**src/sv/tnef_pkg.sv**
```systemverilog
// shared types and constants for the terminal name entry filter
package tnef_pkg;

    // name buffer geometry
    localparam int NAME_MAX = 16;
    localparam int LEN_W    = 5;
    localparam int IDX_W    = 4;
    localparam int CHAR_W   = 7;
    localparam int BYTE_W   = 8;
    localparam int KIND_W   = 2;

    localparam logic [LEN_W-1:0] NAME_MAX_LEN = LEN_W'(NAME_MAX);
    localparam logic [LEN_W-1:0] MIN_LEN_RST  = LEN_W'(3);

    // special byte codes
    localparam logic [BYTE_W-1:0] BYTE_ESC   = 8'h1b;
    localparam logic [BYTE_W-1:0] BYTE_BS    = 8'h08;
    localparam logic [BYTE_W-1:0] BYTE_DEL   = 8'h7f;
    localparam logic [BYTE_W-1:0] BYTE_LF    = 8'h0a;
    localparam logic [BYTE_W-1:0] BYTE_CR    = 8'h0d;
    localparam logic [BYTE_W-1:0] FINAL_LO   = 8'h40;
    localparam logic [BYTE_W-1:0] FINAL_HI   = 8'h7e;

    // result kinds
    localparam logic [KIND_W-1:0] KIND_DROP   = 2'd0;
    localparam logic [KIND_W-1:0] KIND_APPEND = 2'd1;
    localparam logic [KIND_W-1:0] KIND_ERASE  = 2'd2;
    localparam logic [KIND_W-1:0] KIND_NAME   = 2'd3;

    // byte filter mode
    typedef enum logic [1:0] {
        MODE_NORMAL    = 2'd0,
        MODE_ESC_FIRST = 2'd1,
        MODE_ESC_BODY  = 2'd2,
        MODE_UTF8      = 2'd3
    } skip_mode_t;

    // control sequencer
    typedef enum logic {
        ST_IDLE    = 1'b0,
        ST_READOUT = 1'b1
    } ctrl_state_t;

    // classification of one input byte
    typedef struct packed {
        logic       is_esc;
        logic       is_high;
        logic [1:0] utf8_n;
        logic       is_name;
        logic       is_erase;
        logic       is_enter;
        logic       is_final;
    } byte_class_t;

endpackage

```
**src/sv/tnef_byte_class.sv**
```systemverilog
// classifies one terminal byte for the name entry filter
module tnef_byte_class (
    input  logic [tnef_pkg::BYTE_W-1:0] byte_in,
    output tnef_pkg::byte_class_t       cls
);
    import tnef_pkg::*;

    // character classes and utf-8 lead decoding
    always_comb begin
        cls = '0;
        cls.is_esc   = (byte_in == BYTE_ESC);
        cls.is_high  = byte_in[7];
        if (byte_in[7:5] == 3'b110) begin
            cls.utf8_n = 2'd1;
        end else if (byte_in[7:4] == 4'b1110) begin
            cls.utf8_n = 2'd2;
        end else if (byte_in[7:3] == 5'b11110) begin
            cls.utf8_n = 2'd3;
        end else begin
            cls.utf8_n = 2'd0;
        end
        cls.is_name  = ((byte_in >= 8'h61) && (byte_in <= 8'h7a)) ||
                       ((byte_in >= 8'h41) && (byte_in <= 8'h5a)) ||
                       ((byte_in >= 8'h30) && (byte_in <= 8'h39)) ||
                       (byte_in == 8'h5f);
        cls.is_erase = (byte_in == BYTE_BS) || (byte_in == BYTE_DEL);
        cls.is_enter = (byte_in == BYTE_LF) || (byte_in == BYTE_CR);
        cls.is_final = (byte_in >= FINAL_LO) && (byte_in <= FINAL_HI);
    end

endmodule

```
**src/sv/tnef_name_ram.sv**
```systemverilog
// name character store, one write and one registered read port
module tnef_name_ram (
    input  logic                        aclk,
    input  logic                        wr_en,
    input  logic [tnef_pkg::IDX_W-1:0]  wr_addr,
    input  logic [tnef_pkg::CHAR_W-1:0] wr_data,
    input  logic                        rd_en,
    input  logic [tnef_pkg::IDX_W-1:0]  rd_addr,
    output logic [tnef_pkg::CHAR_W-1:0] rd_data
);
    import tnef_pkg::*;

    logic [CHAR_W-1:0] mem [NAME_MAX];
    logic [CHAR_W-1:0] rd_data_reg;

    // write port
    always_ff @(posedge aclk) begin
        if (wr_en) begin
            mem[wr_addr] <= wr_data;
        end
    end

    // read port, data held until the next read
    always_ff @(posedge aclk) begin
        if (rd_en) begin
            rd_data_reg <= mem[rd_addr];
        end
    end

    assign rd_data = rd_data_reg;

endmodule

```
**src/sv/terminal_name_entry_filter.sv**
```systemverilog
// top level of the terminal name entry filter
//
// Input channel s_*: one raw terminal byte per word (s_byte_in), valid/ready.
// Result channel m_*: kind, char_out, position, name_length and last per word.
// Config: cfg_wr_en writes cfg_wr_data into min_length at once, no handshake.
// Every byte gives one result word with last set, except a CR/LF taken at a
// length from min_length (0 as 1) to 16, giving one kind 3 word per stored
// name character, last on the final. A result is registered, shown in the
// cycle after the byte is taken. One byte is taken per cycle while results
// are taken; an accepted name is read out one character per cycle while
// results are taken, set by the single registered read port of the store.
// No byte is taken during readout.
// Reset (aresetn low at a clock edge) empties the buffer, returns to normal
// character mode, sets min_length to 3 and drops any pending result.
// The name store itself is not cleared; only written entries are read.
// When m_ready is low the result word holds; the next byte is still taken
// if the result register frees in the same cycle.
module terminal_name_entry_filter (
    input  logic                        aclk,
    input  logic                        aresetn,
    input  logic                        cfg_wr_en,
    input  logic [tnef_pkg::LEN_W-1:0]  cfg_wr_data,
    input  logic                        s_valid,
    output logic                        s_ready,
    input  logic [tnef_pkg::BYTE_W-1:0] s_byte_in,
    output logic                        m_valid,
    input  logic                        m_ready,
    output logic [tnef_pkg::KIND_W-1:0] m_kind,
    output logic [tnef_pkg::CHAR_W-1:0] m_char_out,
    output logic [tnef_pkg::IDX_W-1:0]  m_position,
    output logic [tnef_pkg::LEN_W-1:0]  m_name_length,
    output logic                        m_last
);
    import tnef_pkg::*;

    byte_class_t       cls;
    ctrl_state_t       state_reg, state_next;
    skip_mode_t        mode_reg, mode_next;
    logic [1:0]        skip_rem_reg, skip_rem_next;
    logic [LEN_W-1:0]  len_reg, len_next;
    logic [LEN_W-1:0]  min_len_reg;
    logic [IDX_W-1:0]  rd_idx_reg, rd_idx_next;
    logic              m_valid_reg, m_valid_next;
    logic [KIND_W-1:0] kind_reg, kind_next;
    logic [CHAR_W-1:0] char_reg, char_next;
    logic [IDX_W-1:0]  pos_reg, pos_next;
    logic [LEN_W-1:0]  nlen_reg, nlen_next;
    logic              last_reg, last_next;

    logic              out_free;
    logic              in_acc;
    logic              emit;
    logic              start_read;
    logic              rd_last;
    logic [LEN_W-1:0]  min_eff;
    logic              can_append;
    logic              can_erase;
    logic              wr_en;
    logic              rd_en;
    logic [IDX_W-1:0]  rd_addr;
    logic [CHAR_W-1:0] rd_data;

    tnef_byte_class u_class (
        .byte_in (s_byte_in),
        .cls     (cls)
    );

    tnef_name_ram u_ram (
        .aclk    (aclk),
        .wr_en   (wr_en),
        .wr_addr (len_reg[IDX_W-1:0]),
        .wr_data (s_byte_in[CHAR_W-1:0]),
        .rd_en   (rd_en),
        .rd_addr (rd_addr),
        .rd_data (rd_data)
    );

    // decision terms for a byte in normal mode
    assign out_free   = !m_valid_reg || m_ready;
    assign in_acc     = s_valid && s_ready;
    assign min_eff    = (min_len_reg == '0) ? LEN_W'(1) : min_len_reg;
    assign can_append = cls.is_name && (len_reg < NAME_MAX_LEN);
    assign can_erase  = cls.is_erase && (len_reg != '0);
    assign start_read = in_acc && (mode_reg == MODE_NORMAL) && cls.is_enter &&
                        (len_reg >= min_eff) && (len_reg <= NAME_MAX_LEN);
    assign wr_en      = in_acc && (mode_reg == MODE_NORMAL) && can_append;
    assign rd_last    = (LEN_W'(rd_idx_reg) + LEN_W'(1)) == len_reg;

    // sequencer next state
    always_comb begin
        state_next = state_reg;
        unique case (state_reg)
            ST_IDLE: begin
                if (start_read) begin
                    state_next = ST_READOUT;
                end
            end
            ST_READOUT: begin
                if (emit && rd_last) begin
                    state_next = ST_IDLE;
                end
            end
            default: state_next = ST_IDLE;
        endcase
    end

    // sequencer outputs
    always_comb begin
        s_ready = 1'b0;
        emit    = 1'b0;
        unique case (state_reg)
            ST_IDLE:    s_ready = out_free;
            ST_READOUT: emit    = out_free;
            default: begin
                s_ready = 1'b0;
                emit    = 1'b0;
            end
        endcase
    end

    // store read address: first entry on accept, next entry on each emit
    always_comb begin
        rd_en       = start_read || (emit && !rd_last);
        rd_addr     = start_read ? '0 : rd_idx_reg + IDX_W'(1);
        rd_idx_next = rd_idx_reg;
        if (start_read) begin
            rd_idx_next = '0;
        end else if (emit) begin
            rd_idx_next = rd_idx_reg + IDX_W'(1);
        end
    end

    // filter state, buffer length and result word
    always_comb begin
        mode_next     = mode_reg;
        skip_rem_next = skip_rem_reg;
        len_next      = len_reg;
        m_valid_next  = m_valid_reg && !m_ready;
        kind_next     = kind_reg;
        char_next     = char_reg;
        pos_next      = pos_reg;
        nlen_next     = nlen_reg;
        last_next     = last_reg;
        if (in_acc && !start_read) begin
            kind_next = KIND_DROP;
            char_next = '0;
            case (mode_reg)
                MODE_ESC_FIRST: mode_next = MODE_ESC_BODY;
                MODE_ESC_BODY: begin
                    if (cls.is_final) begin
                        mode_next = MODE_NORMAL;
                    end
                end
                MODE_UTF8: begin
                    if (skip_rem_reg <= 2'd1) begin
                        skip_rem_next = '0;
                        mode_next     = MODE_NORMAL;
                    end else begin
                        skip_rem_next = skip_rem_reg - 2'd1;
                    end
                end
                default: begin
                    if (cls.is_esc) begin
                        mode_next = MODE_ESC_FIRST;
                    end else if (cls.is_high) begin
                        if (cls.utf8_n != 2'd0) begin
                            mode_next     = MODE_UTF8;
                            skip_rem_next = cls.utf8_n;
                        end
                    end else if (can_append) begin
                        len_next  = len_reg + LEN_W'(1);
                        kind_next = KIND_APPEND;
                        char_next = s_byte_in[CHAR_W-1:0];
                    end else if (can_erase) begin
                        len_next  = len_reg - LEN_W'(1);
                        kind_next = KIND_ERASE;
                    end
                end
            endcase
            m_valid_next = 1'b1;
            pos_next     = '0;
            nlen_next    = len_next;
            last_next    = 1'b1;
        end else if (emit) begin
            m_valid_next = 1'b1;
            kind_next    = KIND_NAME;
            char_next    = rd_data;
            pos_next     = rd_idx_reg;
            nlen_next    = len_reg;
            last_next    = rd_last;
        end
    end

    // control registers
    always_ff @(posedge aclk) begin
        if (!aresetn) begin
            state_reg    <= ST_IDLE;
            mode_reg     <= MODE_NORMAL;
            skip_rem_reg <= '0;
            len_reg      <= '0;
            min_len_reg  <= MIN_LEN_RST;
            rd_idx_reg   <= '0;
            m_valid_reg  <= 1'b0;
        end else begin
            state_reg    <= state_next;
            mode_reg     <= mode_next;
            skip_rem_reg <= skip_rem_next;
            len_reg      <= len_next;
            rd_idx_reg   <= rd_idx_next;
            m_valid_reg  <= m_valid_next;
            if (cfg_wr_en) begin
                min_len_reg <= cfg_wr_data;
            end
        end
    end

    // result payload registers
    always_ff @(posedge aclk) begin
        kind_reg <= kind_next;
        char_reg <= char_next;
        pos_reg  <= pos_next;
        nlen_reg <= nlen_next;
        last_reg <= last_next;
    end

    assign m_valid       = m_valid_reg;
    assign m_kind        = kind_reg;
    assign m_char_out    = char_reg;
    assign m_position    = pos_reg;
    assign m_name_length = nlen_reg;
    assign m_last        = last_reg;

endmodule
```
**config.mk**
```make
export PLATFORM = sky130hd
export DESIGN_NAME = terminal_name_entry_filter
export DESIGN_NICKNAME = d
export VERILOG_FILES = /design/src/sv/tnef_pkg.sv /design/src/sv/tnef_byte_class.sv /design/src/sv/tnef_name_ram.sv /design/src/sv/terminal_name_entry_filter.sv
export SDC_FILE = /design/constraint.sdc
export NUM_CORES = 1
export LEC_CHECK = 0
export BUFFER_PORTS_ARGS = -buffer_cell sky130_fd_sc_hd__buf_4
export CELL_PAD_IN_SITES_DETAIL_PLACEMENT = 0
export CELL_PAD_IN_SITES_GLOBAL_PLACEMENT = 1
export CORE_UTILIZATION = 50
export CTS_CLUSTER_DIAMETER = 120
export DETAILED_ROUTE_END_ITERATION = 6
export PLACE_DENSITY_LB_ADDON = 0.1
export SLEW_MARGIN = 10
export SYNTH_ARGS = -nofsm -noshare
export SYNTH_HDL_FRONTEND = slang
export SYNTH_SLANG_ARGS = --single-unit
```
**constraint.sdc**
```tcl
create_clock -name aclk -period 3.3 [get_ports aclk]
set_input_delay 0.66 -clock aclk [delete_from_list [all_inputs] [get_ports aclk]]
set_output_delay 0.66 -clock aclk [all_outputs]
set_load 0.005 [all_outputs]
```
==> impl_results.md <==
- Status: finished clean
- Crit end category: flop
- Finish-stage setup viols: 0
- Area leader, netlist: edfxtp_1
- Period Utilization, post-route: 90.0%
- R2r startpoint: min_len_reg[2]$_SDFFE_PN0P_
- Chip height: 120 um
- Syn Inst Count: 516
- Layout Skew: 0.00867 ns
- Share of cells above drive strength 1: 21.3%
- All-layer global routing usage: 24.5%
- Worst-Margin Slew: 0.812 ns
- Clock slew at reported path FFs: 0.06 ns
- Die area: 14,400 sq um
- Post-route ant nets: 0
- CORE AREA: 13,500 sq um
- CP Data Required Time: 3.53 ns
- Gr busiest metal: met2
- Vias in the first global route: 4,296
- Most common cell after layout, fill and taps aside: edfxtp_1
- TNS Setup: 0 ns
- Maxcap violations: 0
- Most common flop cell mapped by yosys: edfxtp_1
- Post-synth EDFFs: 133
- Avg Cell Area, Syn: 13.5 sq um
- Maximum VDD drop: 0.337 mV
- Max incr delay on CP: 0.72 ns
- IO Pins: 39
- Synth-to-layout area growth: 17.7%
- Ys Warns: 0
- TritonRoute pass-1 iters: 5
- Via/cell ratio: 5.85
- CTS max path bufs: 2
- Worst Hold Class: primary input to flop
- H-tree level count: 4
- Hold violation total from the final report: 0
- Number of port buffers: 38
- WL final: 16.4 mm
- Root Buffer: clkbuf_16
- Worst-Skew Late Latency: 0.42 ns
- Nets: 607
- Synth Cell Area: 6990 sq um
- Min-Delay Endpoint: min_len_reg[1]$_SDFFE_PN1P_
- Post-DP HPWL: 11.4 mm
- Crit Reg-Reg Endpoint: u_ram.rd_data[0]$_DFFE_PP_
- Critical path startpoint category: flop
- Vias: 4,467
- CTS Hold Bufs: 0
- Avg WL per Cell: 21.5 um
- Post-Syn Nets: 548
- Pleak: 2.89 nW
- Synth Register Bits: 158
- R2R Setup Slk: 0.33 ns
- Non-filler cells, final: 763
- Crit Path Max Fanout: 6
- Initial Util: 51.9%
- Critical path type: flop to flop
- DRC: 0
- Crit-path slowest cell: a21boi_0
- M1 GR Usage: 35.3%
- Largest cells by area after synthesis: edfxtp_1 57%, dfxtp_1 7.2%, mux4_2 4.8%
- Antenna violations before repair: 0
- Total CTS buffers: 17
- CTS tree: built
- Power Density: 545 nW/um^2
- Post-synthesis sequential area ratio: 64.3%
- Filler cells: 1,087
- Largest net degree at the start of global routing: 48
- Remaining global-route overflow: 0
- Met3 usage: 5.38%
- Row count: 42
- M2 GR Usage: 36.6%
- Fin. max-slew vios: 0
- Post-CTS Repair Setup Buffers: 0
- Die W: 120 um
- Async SR Flop Fraction: 0%
- Max reg flops: 112
- DP Cell Count: 732
- Most frequent cells in the layout: 133 x edfxtp_1, 65 x buf_4, 57 x nand2_1
- Max_slew headroom: 45.4%
- Crit path cell chain: o41ai_1 > ha_1 > nand2b_1 > a211oi_1 > o21ai_0 > a21boi_0 > o22ai_1 > o211ai_1
- Hold depth: 3
- Post-route minimum period: 2.97 ns
- Post-cts resize count: 0
- Max Clk Rate: 337 MHz
- Clock Sinks: 158
- Yosys cell types: 62
- RSZ-0062 raised after global routing: no
- WP data arrival: 3.20 ns
- ANT cells: 0
- R2R cell count: 8
- DRT iter0 DRCs: 477
- Hold_sp: cfg_wr_data[1]
- Final GP Congestion: 0.831
- First-pass GRT wire length: 25.3 mm
- Area fraction of the dominant cell type after synthesis: 57.2%
cells in the mapped netlist, types with 5 or more instances:
cell and instances:
a21o_1 9, o21ai_0 17, o22ai_1 8, inv_1 13
xnor2_1 8, mux4_2 15, nor2_1 20, mux2i_1 12
and2_1 19, edfxtp_1 133, a22o_1 8, clkbuf_1 12
buf_2 9, dfxtp_1 25, nand2_1 57, nor2b_1 5
nand3_1 15, ha_1 14, a21oi_1 20, or3_1 5
o211ai_1 21, nor3_1 6
cell type report:
class,instances,area (sq um),area share [%]
Clock buffer,18,429,5.22
Clock inverter,13,186,2.27
Inverter,13,48.8,0.594
Multi-Input combinational cell,319,2330,28.4
Sequential cell,158,4500,54.7
Tap cell,176,220,2.68
Timing Repair Buffer,66,508,6.18
power by group:
group	internal, mW	switching [mW]	total, mW
registers	2.19	0.0141	2.20
logic	0.0953	0.149	0.244
clock network	1.27	0.770	2.04
total	3.55	0.933	4.48
per-layer routing:
metal | part of all wire (%) | routed length, um
met1 | 47 | 7730
met2 | 46 | 7480
met3 | 5.3 | 867
met4 | 1.8 | 299
met5 | 0 | 0
per-stage QoR:
| stage | instance area (sq um) | hold slack (ns) | setup slack (ns) | util [%] | power, mW |
|---|---|---|---|---|---|
| final | 8220 | 0.456 | 0.330 | 61.1 | 4.48 |
| after global routing | 8220 | 0.446 | 0.150 | 61.1 | 4.62 |
| after CTS | 8220 | 0.446 | 0.396 | 61.1 | 4.51 |
| after detailed placement | 7610 | 0.457 | 0.205 | 56.5 | 2.49 |
| after global placement | 7610 | 0.447 | 0.261 | 56.5 | 2.49 |
| after floorplan | 6990 | 0.436 | 0.313 | - | 2.37 |
worst max-delay path: cells and delay by family (launching register included):
kind | cells | cell delay (ns)
AOI/OAI and AO/OA | 6 | 1.99
adders and majority gates | 1 | 0.29
DFF | 1 | 0.32
and+or+nand+nor | 1 | 0.16
how the worst max path moves through the flow:
stage / slack, ns / startpoint / cells after the start / to
after CTS: 0.40 / min_len_reg[2]$_SDFFE_PN0P_ / 8 / u_ram.rd_data[0]$_DFFE_PP_
after floorplan: 0.31 / s_byte_in[2] / 8 / u_ram.mem[12][0]$_DFFE_PP_
after global placement: 0.26 / s_byte_in[0] / 7 / u_ram.mem[5][0]$_DFFE_PP_
final: 0.33 / min_len_reg[2]$_SDFFE_PN0P_ / 8 / u_ram.rd_data[0]$_DFFE_PP_
after detailed placement: 0.20 / s_byte_in[0] / 7 / u_ram.mem[4][0]$_DFFE_PP_
after global routing: 0.15 / min_len_reg[2]$_SDFFE_PN0P_ / 8 / u_ram.rd_data[0]$_DFFE_PP_
cells by family after synthesis:
group	count (synthesis)	share of synthesized area (%)
AOI/OAI and AO/OA	111	10.9
xor gates and xnor gates	12	1.50
adders and majority gates	14	2.51
buffers and inverters	39	2.53
DFF	158	64.3
muxes	27	6.56
and+or+nand+nor	155	11.6
(Power assumes the default switching activity.)
